## src/hw/rtl/sfr_pkg.sv

```systemverilog
// shared constants and types for the serial frame receiver
`timescale 1ns / 1ps

package sfr_pkg;

    localparam int MAX_PAYLOAD = 30;
    localparam int ADDR_W      = $clog2(MAX_PAYLOAD);
    localparam int CNT_W       = $clog2(MAX_PAYLOAD + 1);
    localparam int BYTE_W      = 8;
    localparam int POS_W       = 5;
    localparam int LEN_W       = 16;

    localparam logic [BYTE_W-1:0] HEADER_BYTE    = 8'hC5;
    localparam logic [LEN_W-1:0]  MIN_FRAME_LEN  = 16'd7;
    localparam logic [LEN_W-1:0]  MAX_FRAME_LEN  = LEN_W'(MAX_PAYLOAD) + MIN_FRAME_LEN;
    localparam logic [LEN_W-1:0]  FRAME_OVERHEAD = 16'd5;

    typedef struct packed {
        logic              start;
        logic [BYTE_W-1:0] command;
        logic [CNT_W-1:0]  count;
    } t_drain_req;

endpackage

```

## src/hw/rtl/serial_frame_receiver.sv

```systemverilog
// top level of the serial frame receiver
`timescale 1ns / 1ps

// Input channel: one received byte per request on i_rx_byte, handshake
// i_in_valid / o_in_ready. Frames are 0xC5, length low, length high, command,
// length minus 5 payload bytes, then an 8-bit additive checksum of all bytes
// before it. Bad lengths, payload overflow and checksum mismatch drop the frame.
// Output channel: one request per payload byte of a good frame, handshake
// o_out_valid / i_out_ready, carrying command, byte, position and last flag.
// Throughput: one input byte per cycle while parsing. Payload bytes sit in a
// registered-read ram; after a matching checksum the drain reads it one entry
// a cycle and emits one result per cycle while the receiver is ready; the read
// of entry 0 is issued with the checksum byte and goes through the ram read
// register into the output register. o_in_ready is low while the drain runs; the
// final result may still wait in the output register while new bytes are taken.
// A stalled receiver holds the output register and the drain waits with it.
// Reset (synchronous, active low) returns the parser to header search and
// empties the output register; the ram itself is not cleared.

module serial_frame_receiver (
    input  logic                          i_clk,
    input  logic                          i_rst_n,
    input  logic                          i_in_valid,
    output logic                          o_in_ready,
    input  logic [sfr_pkg::BYTE_W-1:0]    i_rx_byte,
    output logic                          o_out_valid,
    input  logic                          i_out_ready,
    output logic [sfr_pkg::BYTE_W-1:0]    o_command,
    output logic [sfr_pkg::BYTE_W-1:0]    o_payload_byte,
    output logic [sfr_pkg::POS_W-1:0]     o_payload_position,
    output logic                          o_last
);

    logic                          accept;
    logic                          busy;
    logic                          wr_en;
    logic [sfr_pkg::ADDR_W-1:0]    wr_addr;
    logic [sfr_pkg::BYTE_W-1:0]    wr_data;
    logic                          rd_en;
    logic [sfr_pkg::ADDR_W-1:0]    rd_addr;
    logic [sfr_pkg::BYTE_W-1:0]    rd_data;
    sfr_pkg::t_drain_req           drain;

    assign o_in_ready = !busy;
    assign accept     = i_in_valid && !busy;

    sfr_parser u_parser (
        .i_clk     (i_clk),
        .i_rst_n   (i_rst_n),
        .i_accept  (accept),
        .i_rx_byte (i_rx_byte),
        .o_wr_en   (wr_en),
        .o_wr_addr (wr_addr),
        .o_wr_data (wr_data),
        .o_drain   (drain)
    );

    sfr_ram #(
        .WIDTH (sfr_pkg::BYTE_W),
        .DEPTH (sfr_pkg::MAX_PAYLOAD)
    ) u_ram (
        .i_clk     (i_clk),
        .i_wr_en   (wr_en),
        .i_wr_addr (wr_addr),
        .i_wr_data (wr_data),
        .i_rd_en   (rd_en),
        .i_rd_addr (rd_addr),
        .o_rd_data (rd_data)
    );

    sfr_drain u_drain (
        .i_clk              (i_clk),
        .i_rst_n            (i_rst_n),
        .i_drain            (drain),
        .i_rd_data          (rd_data),
        .o_rd_en            (rd_en),
        .o_rd_addr          (rd_addr),
        .o_busy             (busy),
        .o_out_valid        (o_out_valid),
        .i_out_ready        (i_out_ready),
        .o_command          (o_command),
        .o_payload_byte     (o_payload_byte),
        .o_payload_position (o_payload_position),
        .o_last             (o_last)
    );

endmodule

```

## src/hw/rtl/sfr_ram.sv

```systemverilog
// generic single-port-write, registered-read ram
`timescale 1ns / 1ps

module sfr_ram #(
    parameter int WIDTH = 8,
    parameter int DEPTH = 30
) (
    input  logic                     i_clk,
    input  logic                     i_wr_en,
    input  logic [$clog2(DEPTH)-1:0] i_wr_addr,
    input  logic [WIDTH-1:0]         i_wr_data,
    input  logic                     i_rd_en,
    input  logic [$clog2(DEPTH)-1:0] i_rd_addr,
    output logic [WIDTH-1:0]         o_rd_data
);

    logic [WIDTH-1:0] r_mem [DEPTH];
    logic [WIDTH-1:0] r_rd_data;

    always_ff @(posedge i_clk) begin
        if (i_wr_en) begin
            r_mem[i_wr_addr] <= i_wr_data;
        end
        if (i_rd_en) begin
            r_rd_data <= r_mem[i_rd_addr];
        end
    end

    assign o_rd_data = r_rd_data;

endmodule

```

## src/hw/rtl/sfr_parser.sv

```systemverilog
// frame parser: header, length, command, payload write and checksum check
`timescale 1ns / 1ps

module sfr_parser (
    input  logic                              i_clk,
    input  logic                              i_rst_n,
    input  logic                              i_accept,
    input  logic [sfr_pkg::BYTE_W-1:0]        i_rx_byte,
    output logic                              o_wr_en,
    output logic [sfr_pkg::ADDR_W-1:0]        o_wr_addr,
    output logic [sfr_pkg::BYTE_W-1:0]        o_wr_data,
    output sfr_pkg::t_drain_req               o_drain
);

    typedef enum logic [2:0] {
        PH_HEADER  = 3'd0,
        PH_LEN_LO  = 3'd1,
        PH_LEN_HI  = 3'd2,
        PH_CMD     = 3'd3,
        PH_PAYLOAD = 3'd4,
        PH_CHECK   = 3'd5
    } t_phase;

    t_phase                         r_phase, n_phase;
    logic [sfr_pkg::BYTE_W-1:0]     r_sum, n_sum;
    logic [sfr_pkg::LEN_W-1:0]      r_len, n_len;
    logic [sfr_pkg::BYTE_W-1:0]     r_cmd, n_cmd;
    logic [sfr_pkg::CNT_W-1:0]      r_fill, n_fill;
    logic [sfr_pkg::LEN_W-1:0]      len_full;

    assign len_full  = {i_rx_byte, r_len[7:0]};
    assign o_wr_addr = r_fill[sfr_pkg::ADDR_W-1:0];
    assign o_wr_data = i_rx_byte;

    always_comb begin
        n_phase         = r_phase;
        n_sum           = r_sum;
        n_len           = r_len;
        n_cmd           = r_cmd;
        n_fill          = r_fill;
        o_wr_en         = 1'b0;
        o_drain.start   = 1'b0;
        o_drain.command = r_cmd;
        o_drain.count   = r_fill;
        if (i_accept) begin
            unique case (r_phase)
                PH_LEN_LO: begin
                    n_len   = {8'h00, i_rx_byte};
                    n_sum   = r_sum + i_rx_byte;
                    n_phase = PH_LEN_HI;
                end
                PH_LEN_HI: begin
                    n_len = len_full;
                    n_sum = r_sum + i_rx_byte;
                    if (len_full < sfr_pkg::MIN_FRAME_LEN ||
                        len_full > sfr_pkg::MAX_FRAME_LEN) begin
                        n_phase = PH_HEADER;
                    end else begin
                        n_phase = PH_CMD;
                    end
                end
                PH_CMD: begin
                    n_cmd   = i_rx_byte;
                    n_sum   = r_sum + i_rx_byte;
                    n_fill  = '0;
                    n_phase = PH_PAYLOAD;
                end
                PH_PAYLOAD: begin
                    if (r_fill >= sfr_pkg::CNT_W'(sfr_pkg::MAX_PAYLOAD)) begin
                        n_fill  = '0;
                        n_phase = PH_HEADER;
                    end else begin
                        o_wr_en = 1'b1;
                        n_fill  = r_fill + 1'b1;
                        n_sum   = r_sum + i_rx_byte;
                        if (sfr_pkg::LEN_W'(r_fill) + sfr_pkg::FRAME_OVERHEAD + 16'd1
                            >= r_len) begin
                            n_phase = PH_CHECK;
                        end
                    end
                end
                PH_CHECK: begin
                    n_phase = PH_HEADER;
                    if (r_sum == i_rx_byte) begin
                        o_drain.start = 1'b1;
                    end
                end
                default: begin
                    n_phase = PH_HEADER;
                    if (i_rx_byte == sfr_pkg::HEADER_BYTE) begin
                        n_sum   = i_rx_byte;
                        n_phase = PH_LEN_LO;
                    end
                end
            endcase
        end
    end

    always_ff @(posedge i_clk) begin
        if (!i_rst_n) begin
            r_phase <= PH_HEADER;
            r_sum   <= '0;
            r_len   <= '0;
            r_cmd   <= '0;
            r_fill  <= '0;
        end else begin
            r_phase <= n_phase;
            r_sum   <= n_sum;
            r_len   <= n_len;
            r_cmd   <= n_cmd;
            r_fill  <= n_fill;
        end
    end

endmodule

```

## src/hw/rtl/sfr_drain.sv

```systemverilog
// payload drain: reads stored bytes and drives the result register
`timescale 1ns / 1ps

module sfr_drain (
    input  logic                          i_clk,
    input  logic                          i_rst_n,
    input  sfr_pkg::t_drain_req           i_drain,
    input  logic [sfr_pkg::BYTE_W-1:0]    i_rd_data,
    output logic                          o_rd_en,
    output logic [sfr_pkg::ADDR_W-1:0]    o_rd_addr,
    output logic                          o_busy,
    output logic                          o_out_valid,
    input  logic                          i_out_ready,
    output logic [sfr_pkg::BYTE_W-1:0]    o_command,
    output logic [sfr_pkg::BYTE_W-1:0]    o_payload_byte,
    output logic [sfr_pkg::POS_W-1:0]     o_payload_position,
    output logic                          o_last
);

    typedef enum logic {
        DR_IDLE,
        DR_EMIT
    } t_drain_state;

    t_drain_state                   r_state;
    logic [sfr_pkg::ADDR_W-1:0]     r_idx;
    logic [sfr_pkg::CNT_W-1:0]      r_cnt;
    logic [sfr_pkg::BYTE_W-1:0]     r_cmd;
    logic                           r_out_valid;
    logic [sfr_pkg::BYTE_W-1:0]     r_out_cmd;
    logic [sfr_pkg::BYTE_W-1:0]     r_out_byte;
    logic [sfr_pkg::POS_W-1:0]      r_out_pos;
    logic                           r_out_last;
    logic                           load;
    logic                           is_last;

    assign load    = (r_state == DR_EMIT) && (!r_out_valid || i_out_ready);
    assign is_last = (sfr_pkg::CNT_W'(r_idx) + 1'b1) == r_cnt;
    assign o_rd_en = i_drain.start || (load && !is_last);
    assign o_rd_addr = i_drain.start ? '0 : r_idx + 1'b1;
    assign o_busy  = (r_state == DR_EMIT);

    always_ff @(posedge i_clk) begin
        if (!i_rst_n) begin
            r_state     <= DR_IDLE;
            r_out_valid <= 1'b0;
        end else begin
            if (load) begin
                r_out_valid <= 1'b1;
            end else if (i_out_ready) begin
                r_out_valid <= 1'b0;
            end
            unique case (r_state)
                DR_IDLE: begin
                    if (i_drain.start) begin
                        r_state <= DR_EMIT;
                    end
                end
                DR_EMIT: begin
                    if (load && is_last) begin
                        r_state <= DR_IDLE;
                    end
                end
            endcase
        end
    end

    always_ff @(posedge i_clk) begin
        if (i_drain.start) begin
            r_idx <= '0;
            r_cnt <= i_drain.count;
            r_cmd <= i_drain.command;
        end else if (load && !is_last) begin
            r_idx <= r_idx + 1'b1;
        end
        if (load) begin
            r_out_cmd  <= r_cmd;
            r_out_byte <= i_rd_data;
            r_out_pos  <= sfr_pkg::POS_W'(r_idx);
            r_out_last <= is_last;
        end
    end

    assign o_out_valid        = r_out_valid;
    assign o_command          = r_out_cmd;
    assign o_payload_byte     = r_out_byte;
    assign o_payload_position = r_out_pos;
    assign o_last             = r_out_last;

endmodule
```

## config.mk

```make
export PLATFORM = sky130hd
export DESIGN_NAME = serial_frame_receiver
export DESIGN_NICKNAME = d
export VERILOG_FILES = /design/src/hw/rtl/sfr_pkg.sv /design/src/hw/rtl/serial_frame_receiver.sv /design/src/hw/rtl/sfr_ram.sv /design/src/hw/rtl/sfr_parser.sv /design/src/hw/rtl/sfr_drain.sv
export SDC_FILE = /design/constraint.sdc
export NUM_CORES = 1
export LEC_CHECK = 0
export ABC_AREA = 1
export BUFFER_PORTS_ARGS = -buffer_cell sky130_fd_sc_hd__buf_2
export CORE_MARGIN = 2
export CORE_UTILIZATION = 62
export CTS_CLUSTER_DIAMETER = 100
export CTS_CLUSTER_SIZE = 14
export DETAILED_ROUTE_END_ITERATION = 6
export HOLD_SLACK_MARGIN = 0.05
export PLACE_DENSITY = 0.8
export SYNTH_ARGS = -nofsm -noshare
export SYNTH_HDL_FRONTEND = slang
export SYNTH_SLANG_ARGS = --single-unit
```

## constraint.sdc

```tcl
create_clock -name i_clk -period 3.9 [get_ports i_clk]
set_input_delay 0.195 -clock i_clk [delete_from_list [all_inputs] [get_ports i_clk]]
set_output_delay 0.195 -clock i_clk [all_outputs]
set_load 0.005 [all_outputs]
```

After elaboration in Yosys (flattened, before gate mapping):

Memory sizes are Yosys's and may differ from the RTL's. A register that Yosys moved wholly into a read port is not among the register bits.
Index checks and enable logic that the tools add are counted.

* flip-flop bits (word level): 82
* bits in writable memories: 240
* input bits: 12
* output and inout bits: 24
* memories kept: 1

Memory list
* u_ram.r_mem: words 30, bits a word 8, read ports 1, clocked after Yosys merged registers in 1, write ports 1, line sfr_ram.sv:17 `logic [WIDTH-1:0] r_mem [DEPTH];`

* $add $sub $neg: 5
* magnitude comparators: 4
* eq/ne operators: 10
* multiplexer cells: 25
* bitwise gates (word level): 3
* reductions and logical operators: 21

Operators with widths (count)
* $pmux 16 s2: 1
* $pmux 8 s3: 1
* $add 16x1->16 const B: 1
* $ge 16x16->1: 1
* $gt 16x6->1 const B: 1
* $lt 16x3->1 const B: 1
* $mux 8: 2
* $pmux 3 s5: 1
* $mux 1: 13
* $add 5x1->5 const B: 2
* $mux 5: 2
* $pmux 5 s2: 1
* $add 8x8->8: 1
* $eq 8x8->1: 1
* $eq 8x8->1 const B: 1
* $reduce_and 2->1: 4
* $add 5x3->6 const B: 1
* $eq 3x2->1 const B: 2
* $eq 3x3->1 const B: 2
* $mux 3: 2
* $reduce_bool 2->1: 3
* $eq 5x5->1: 1
* $ge 5x5->1 const B: 1
* $logic_and 1x1->1: 4
* other kinds (12): 18

Longest topological paths before layout:

* depth after elaboration: 6
* mapped depth: 18
* mapped depth without buffers: 18

Hierarchy:

Synthesis repeated with hierarchy kept, for this count alone.

* cells, all modules: 1337
* area total of the unflattened synthesis: 14181.1 um^2

By module, submodules not included
* sfr_ram: instances 1, cells each 869, area an instance 10118.5 um^2, seq. area each 7447.1 um^2
* sfr_parser: instances 1, cells each 347, area an instance 2489.9 um^2, seq. area each 800.8 um^2
* sfr_drain: instances 1, cells each 118, area an instance 1559.0 um^2, seq. area each 1191.1 um^2
* serial_frame_receiver: instances 1, cells each 3, area an instance 13.8 um^2, seq. area each 0.0 um^2

Least setup slack after synthesis:

OpenSTA, ideal clock, no wires.

* path kind: reg-to-reg
* start point: register u_parser.r_fill, in the netlist u_parser.o_wr_addr[2]
* end point: register u_parser.r_phase[2]
* setup time: 0.070 ns
* arrival time: 2.653 ns
* path slack: 1.176 ns
* cell stages (with the launch flop): 18
* path buffers: 1
* period minus slack after synthesis: 2.724 ns
* cell sequence: dfxtp_1 > clkbuf_1 > inv_1 > ha_1 > a21oi_1 > xor2_1 > nand4_1 > o22ai_1 > ha_1 > a21oi_1 > nor2_1 > a21oi_1 > nand2_1 > o21ai_0 > nand3_1 > nand2_1 > nand2_1 > a21oi_1

* word-level cells in the longest chain between the ends: 5

RTL lines
* from (decl): line sfr_parser.sv:28 `logic [sfr_pkg::CNT_W-1:0] r_fill, n_fill;`
* from (signal assigned): line sfr_parser.sv:111 `r_fill <= n_fill;`
* $add 5x3->6: line sfr_parser.sv:76 `if (sfr_pkg::LEN_W'(r_fill) + sfr_pkg::FRAME_OVERHEAD + 16'd1`
* $add 16x1->16: line sfr_parser.sv:76
* $ge 16x16->1: line sfr_parser.sv:77 `>= r_len) begin`
* $ne 3x1->1 (no line)
* $reduce_and 2->1 (no line)
* to (signal assigned): line sfr_parser.sv:107 `r_phase <= n_phase;`
* to (decl): line sfr_parser.sv:24 `t_phase r_phase, n_phase;`

Parallel ways exist; a longest one is shown, timed or not.
A chain may end at the register's enable or synchronous reset.

Worst setup path in the final report:

* start point: register u_parser.r_fill, in the netlist u_parser.o_wr_addr[0]
* end point: memory u_ram.r_mem[29][2] (enable)

* word-level cells in the longest chain between the ends: 6

RTL lines
* $ge 5x5->1: line sfr_parser.sv:69 `if (r_fill >= sfr_pkg::CNT_W'(sfr_pkg::MAX_PAYLOAD)) begin`
* $mux 1: line sfr_parser.sv:69
* $mux 1: line sfr_parser.sv:46 `unique case (r_phase)`
* $mux 1: line sfr_parser.sv:45 `if (i_accept) begin`
* $mux 1: line sfr_ram.sv:21 `if (i_wr_en) begin`
* $mux 1 (implied by the code): line sfr_ram.sv:22 `r_mem[i_wr_addr] <= i_wr_data;`
* to (decl): line sfr_ram.sv:17

Parallel ways exist; a longest one is shown, timed or not.

==> metrics.cfg <==
[status]
status = completed

[synthesis]
syn_area_mm2 = 0.0146
syn_inst = 1408
ys_seq_area_share_pct = 64.5
yosys_warnings = 0
ys_ff_latch = 330
syn_area_per_cell_um2 = 10.4
ys_types = 37
syn-num-nets = 1442

[critical_path]
crit_path_frequent_cell = nor2_1
start_kind = flip-flop
crit_path_end_kind = flip-flop
cp_data_required_time_ns = 4.06
crit_fanout = 8
arrival_ns = 3.54
slowest_delay_ns = 0.74
path_buf_inv = 2
worst-setup-path-type = reg -> reg
crit_chain = inv_1 -> ha_1 -> nand2_1 -> a21oi_1 -> nor2_1 -> inv_1 -> nor2_1 -> nand2_1 -> nor2_1
critPathTopFamily = simple AND/OR/NAND/NOR gates
reg2reg_from = u_parser.o_wr_addr[0]
critPathSlowestCell = nor2_1
startpoint = u_parser.o_wr_addr[0]

[routing]
num_vias = 10253
postRouteAntennaNets = 0
wl_um = 34200
wire_per_inst_um = 19.3
viasPerCell = 5.79
firstDrtPassIters = 6
route.detailed.drc = 0
drt_iter0_drc = 1272

[grt]
antenna_found_initial = 0
grtUsageTotal_pct = 27.7
grt_overflow = 0
grt_pass1_wl_um = 52600
grt_pass1_vias = 9799
grt_max_degree = 126

[clock_network]
cts_tree = done
cts-root-buf = clkbuf_16
cts.sinks = 330
numCtsBuffers = 27
clock_latency_ns = 0.55
clk_path_buf_depth = 3
clk_pin_slew_ns = 0.06
ctsHtreeMaxLevel = 1

[finish]
fin_area_mm2 = 0.0159
syn_to_final_growth_pct = 8.94
final_cell_mix = 283 x nand3_1, 283 x edfxtp_1, 238 x nand2_1
diodes = 0
final_layout_size_suffix_gt1_share_pct = 7.93
fin_nets = 1473

[placement]
hpwl_um = 20400
place_congestion = 0.874
io_buffer_count = 35
post_dp_cell_area_mm2 = 0.0152

[floorplan]
coreArea_mm2 = 0.0233
io_pins = 36
start_util_pct = 62.7
die_w_um = 158
dieArea_mm2 = 0.0248
die_h_um = 158
rows = 56

[job]
cap_violations = 0

[timing]
drv_slew = 0
fin_crit_sh_pct = 86.7
rsz0062_at_grt = false
period_minus_slack_ns = 3.38
setup_tns_ns = 0
tightest_slew_ns = 1.14
clock.fmax_ghz = 0.296
report.final.hold_viol_count = 0
setup_viol = 0
max_slew_margin_pct = 23.8
finClkSkew_ns = 0.0225

[hold_path]
hold_path_class = in -> reg
hold_start = i_rx_byte[0]

[power_and_ir_drop]
ir_drop_mv = 0.281
total_leakage_power_uw = 0.00633
p_per_area_mw_per_mm2 = 403

[Yosys cell counts]
cell type / number / area [µm²]
o21bai_1: 4 / 30.0
o21ai_1: 2 / 10.0
o22ai_1: 1 / 6.26
o211ai_1: 3 / 22.5
clkinv_1: 1 / 3.75
buf_2: 25 / 125
edfxtp_1: 283 / 8500
nor3_1: 4 / 20.0
a211oi_1: 9 / 67.6
and2_0: 1 / 6.26
fa_1: 1 / 20.0
nand2_1: 239 / 897
a31oi_1: 2 / 12.5
inv_2: 6 / 22.5
inv_1: 190 / 713
buf_4: 2 / 15.0
buf_6: 7 / 78.8
or2_2: 7 / 43.8
xnor2_1: 4 / 35.0
nand3_1: 284 / 1420
a22oi_1: 3 / 22.5
and3_1: 1 / 6.26
nand2_4: 1 / 11.3
a21oi_2: 1 / 8.76
o21ai_0: 29 / 145
nand4_1: 6 / 37.5
a21oi_1: 52 / 260
nand2_2: 2 / 12.5
conb_1: 1 / 3.75
nor4_1: 3 / 18.8
nand3b_1: 44 / 330
dfxtp_1: 47 / 941
buf_1: 11 / 41.3
xor2_1: 13 / 114
ha_1: 21 / 263
clkbuf_1: 21 / 78.8
nor2_1: 77 / 289
[path summary, 6_finish.rpt]
check,slack [ns],to,depth (start not counted)
max reg2reg,0.52,u_ram.r_mem[29][2],9
min,0.15,u_parser.r_sum[0],4
max,0.52,u_ram.r_mem[29][2],9
min reg2reg,0.42,u_drain.o_payload_byte[3],0
[logic make-up after synthesis]
family | Yosys count | synth area share (%)
compound gates | 106 | 4.00
xor+xnor | 17 | 1.02
fa+ha+maj | 22 | 1.93
buf+inv | 263 | 7.37
flops | 330 | 64.5
other cells | 1 | 0.0256
simple gates | 669 | 21.1
[where the power goes]
group	internal, µW	switching, µW	total (µW)	leakage, µW
Sequential	3820	6.16	3830	0.00295
Clock	1270	1150	2420	0.000356
Combinational	43.6	128	172	0.00303
Total	5140	1290	6430	0.00633
[state kept, by name (all words and copies together) (netlist names)]
name / cells
u_ram.r_mem: 240
u_parser.o_wr_addr: 5
u_drain.r_cmd: 8
u_drain.o_payload_byte: 8
u_drain.o_command: 8
u_drain.o_busy: 1
u_parser.r_len: 16
u_ram.o_rd_data: 8
u_drain.o_last: 1
u_parser.r_cmd: 8
u_parser.r_sum: 8
u_drain.o_out_valid: 1
u_drain.r_idx: 5
u_drain.r_cnt: 5
u_parser.r_phase: 3
u_drain.o_payload_position: 5
[through the flow]
stage          util, %  instances  power [µW]  hold slack [ns]  worst slack, ns
2_1_floorplan        -       1408        3980            0.294             1.18
3_3_place_gp      65.1       1727        4070            0.405            0.681
3_5_place_dp      65.1       1727        4070            0.406            0.636
4_1_cts           68.3       1770        6440            0.137            0.606
5_1_grt           68.3       1770        6580            0.187            0.331
6_report          68.3       1770        6430            0.146            0.517
[what timing repair did]
action,in CTS,in global routing
hold endpoints to repair,12,0
setup buffers,0,0
hold buffers,2,0
gates resized for setup,0,0
[worst register-to-register path: stages, from the launching register on]
cell and delay, ns:
dfxtp_1 0.46, inv_1 0.19, ha_1 0.27, nand2_1 0.07, a21oi_1 0.11, nor2_1 0.21, inv_1 0.08, nor2_1 0.39
nand2_1 0.46, nor2_1 0.74
[per-layer routing]
| metal | vias to the layer above | global-route usage (%) | wire length (µm) |
|---|---|---|---|
| met3 | 84 | 4.16 | 3140 |
| met4 | 0 | 10.4 | 1130 |
| met1 | 4825 | 38.1 | 13500 |
| met5 | - | 0 | 0 |
| li1 | 4838 | - | - |
| met2 | 506 | 45.1 | 16400 |
[final cells by class]
cell class	instances	area, µm²
well taps	319	399
flip-flops and latches	330	9440
inverters	197	741
clock buffers	39	721
clock inverters	2	17.5
multi-input cells	815	4130
repair buffers	68	490
fillers	1669	7390
(Power assumes the default switching activity.)
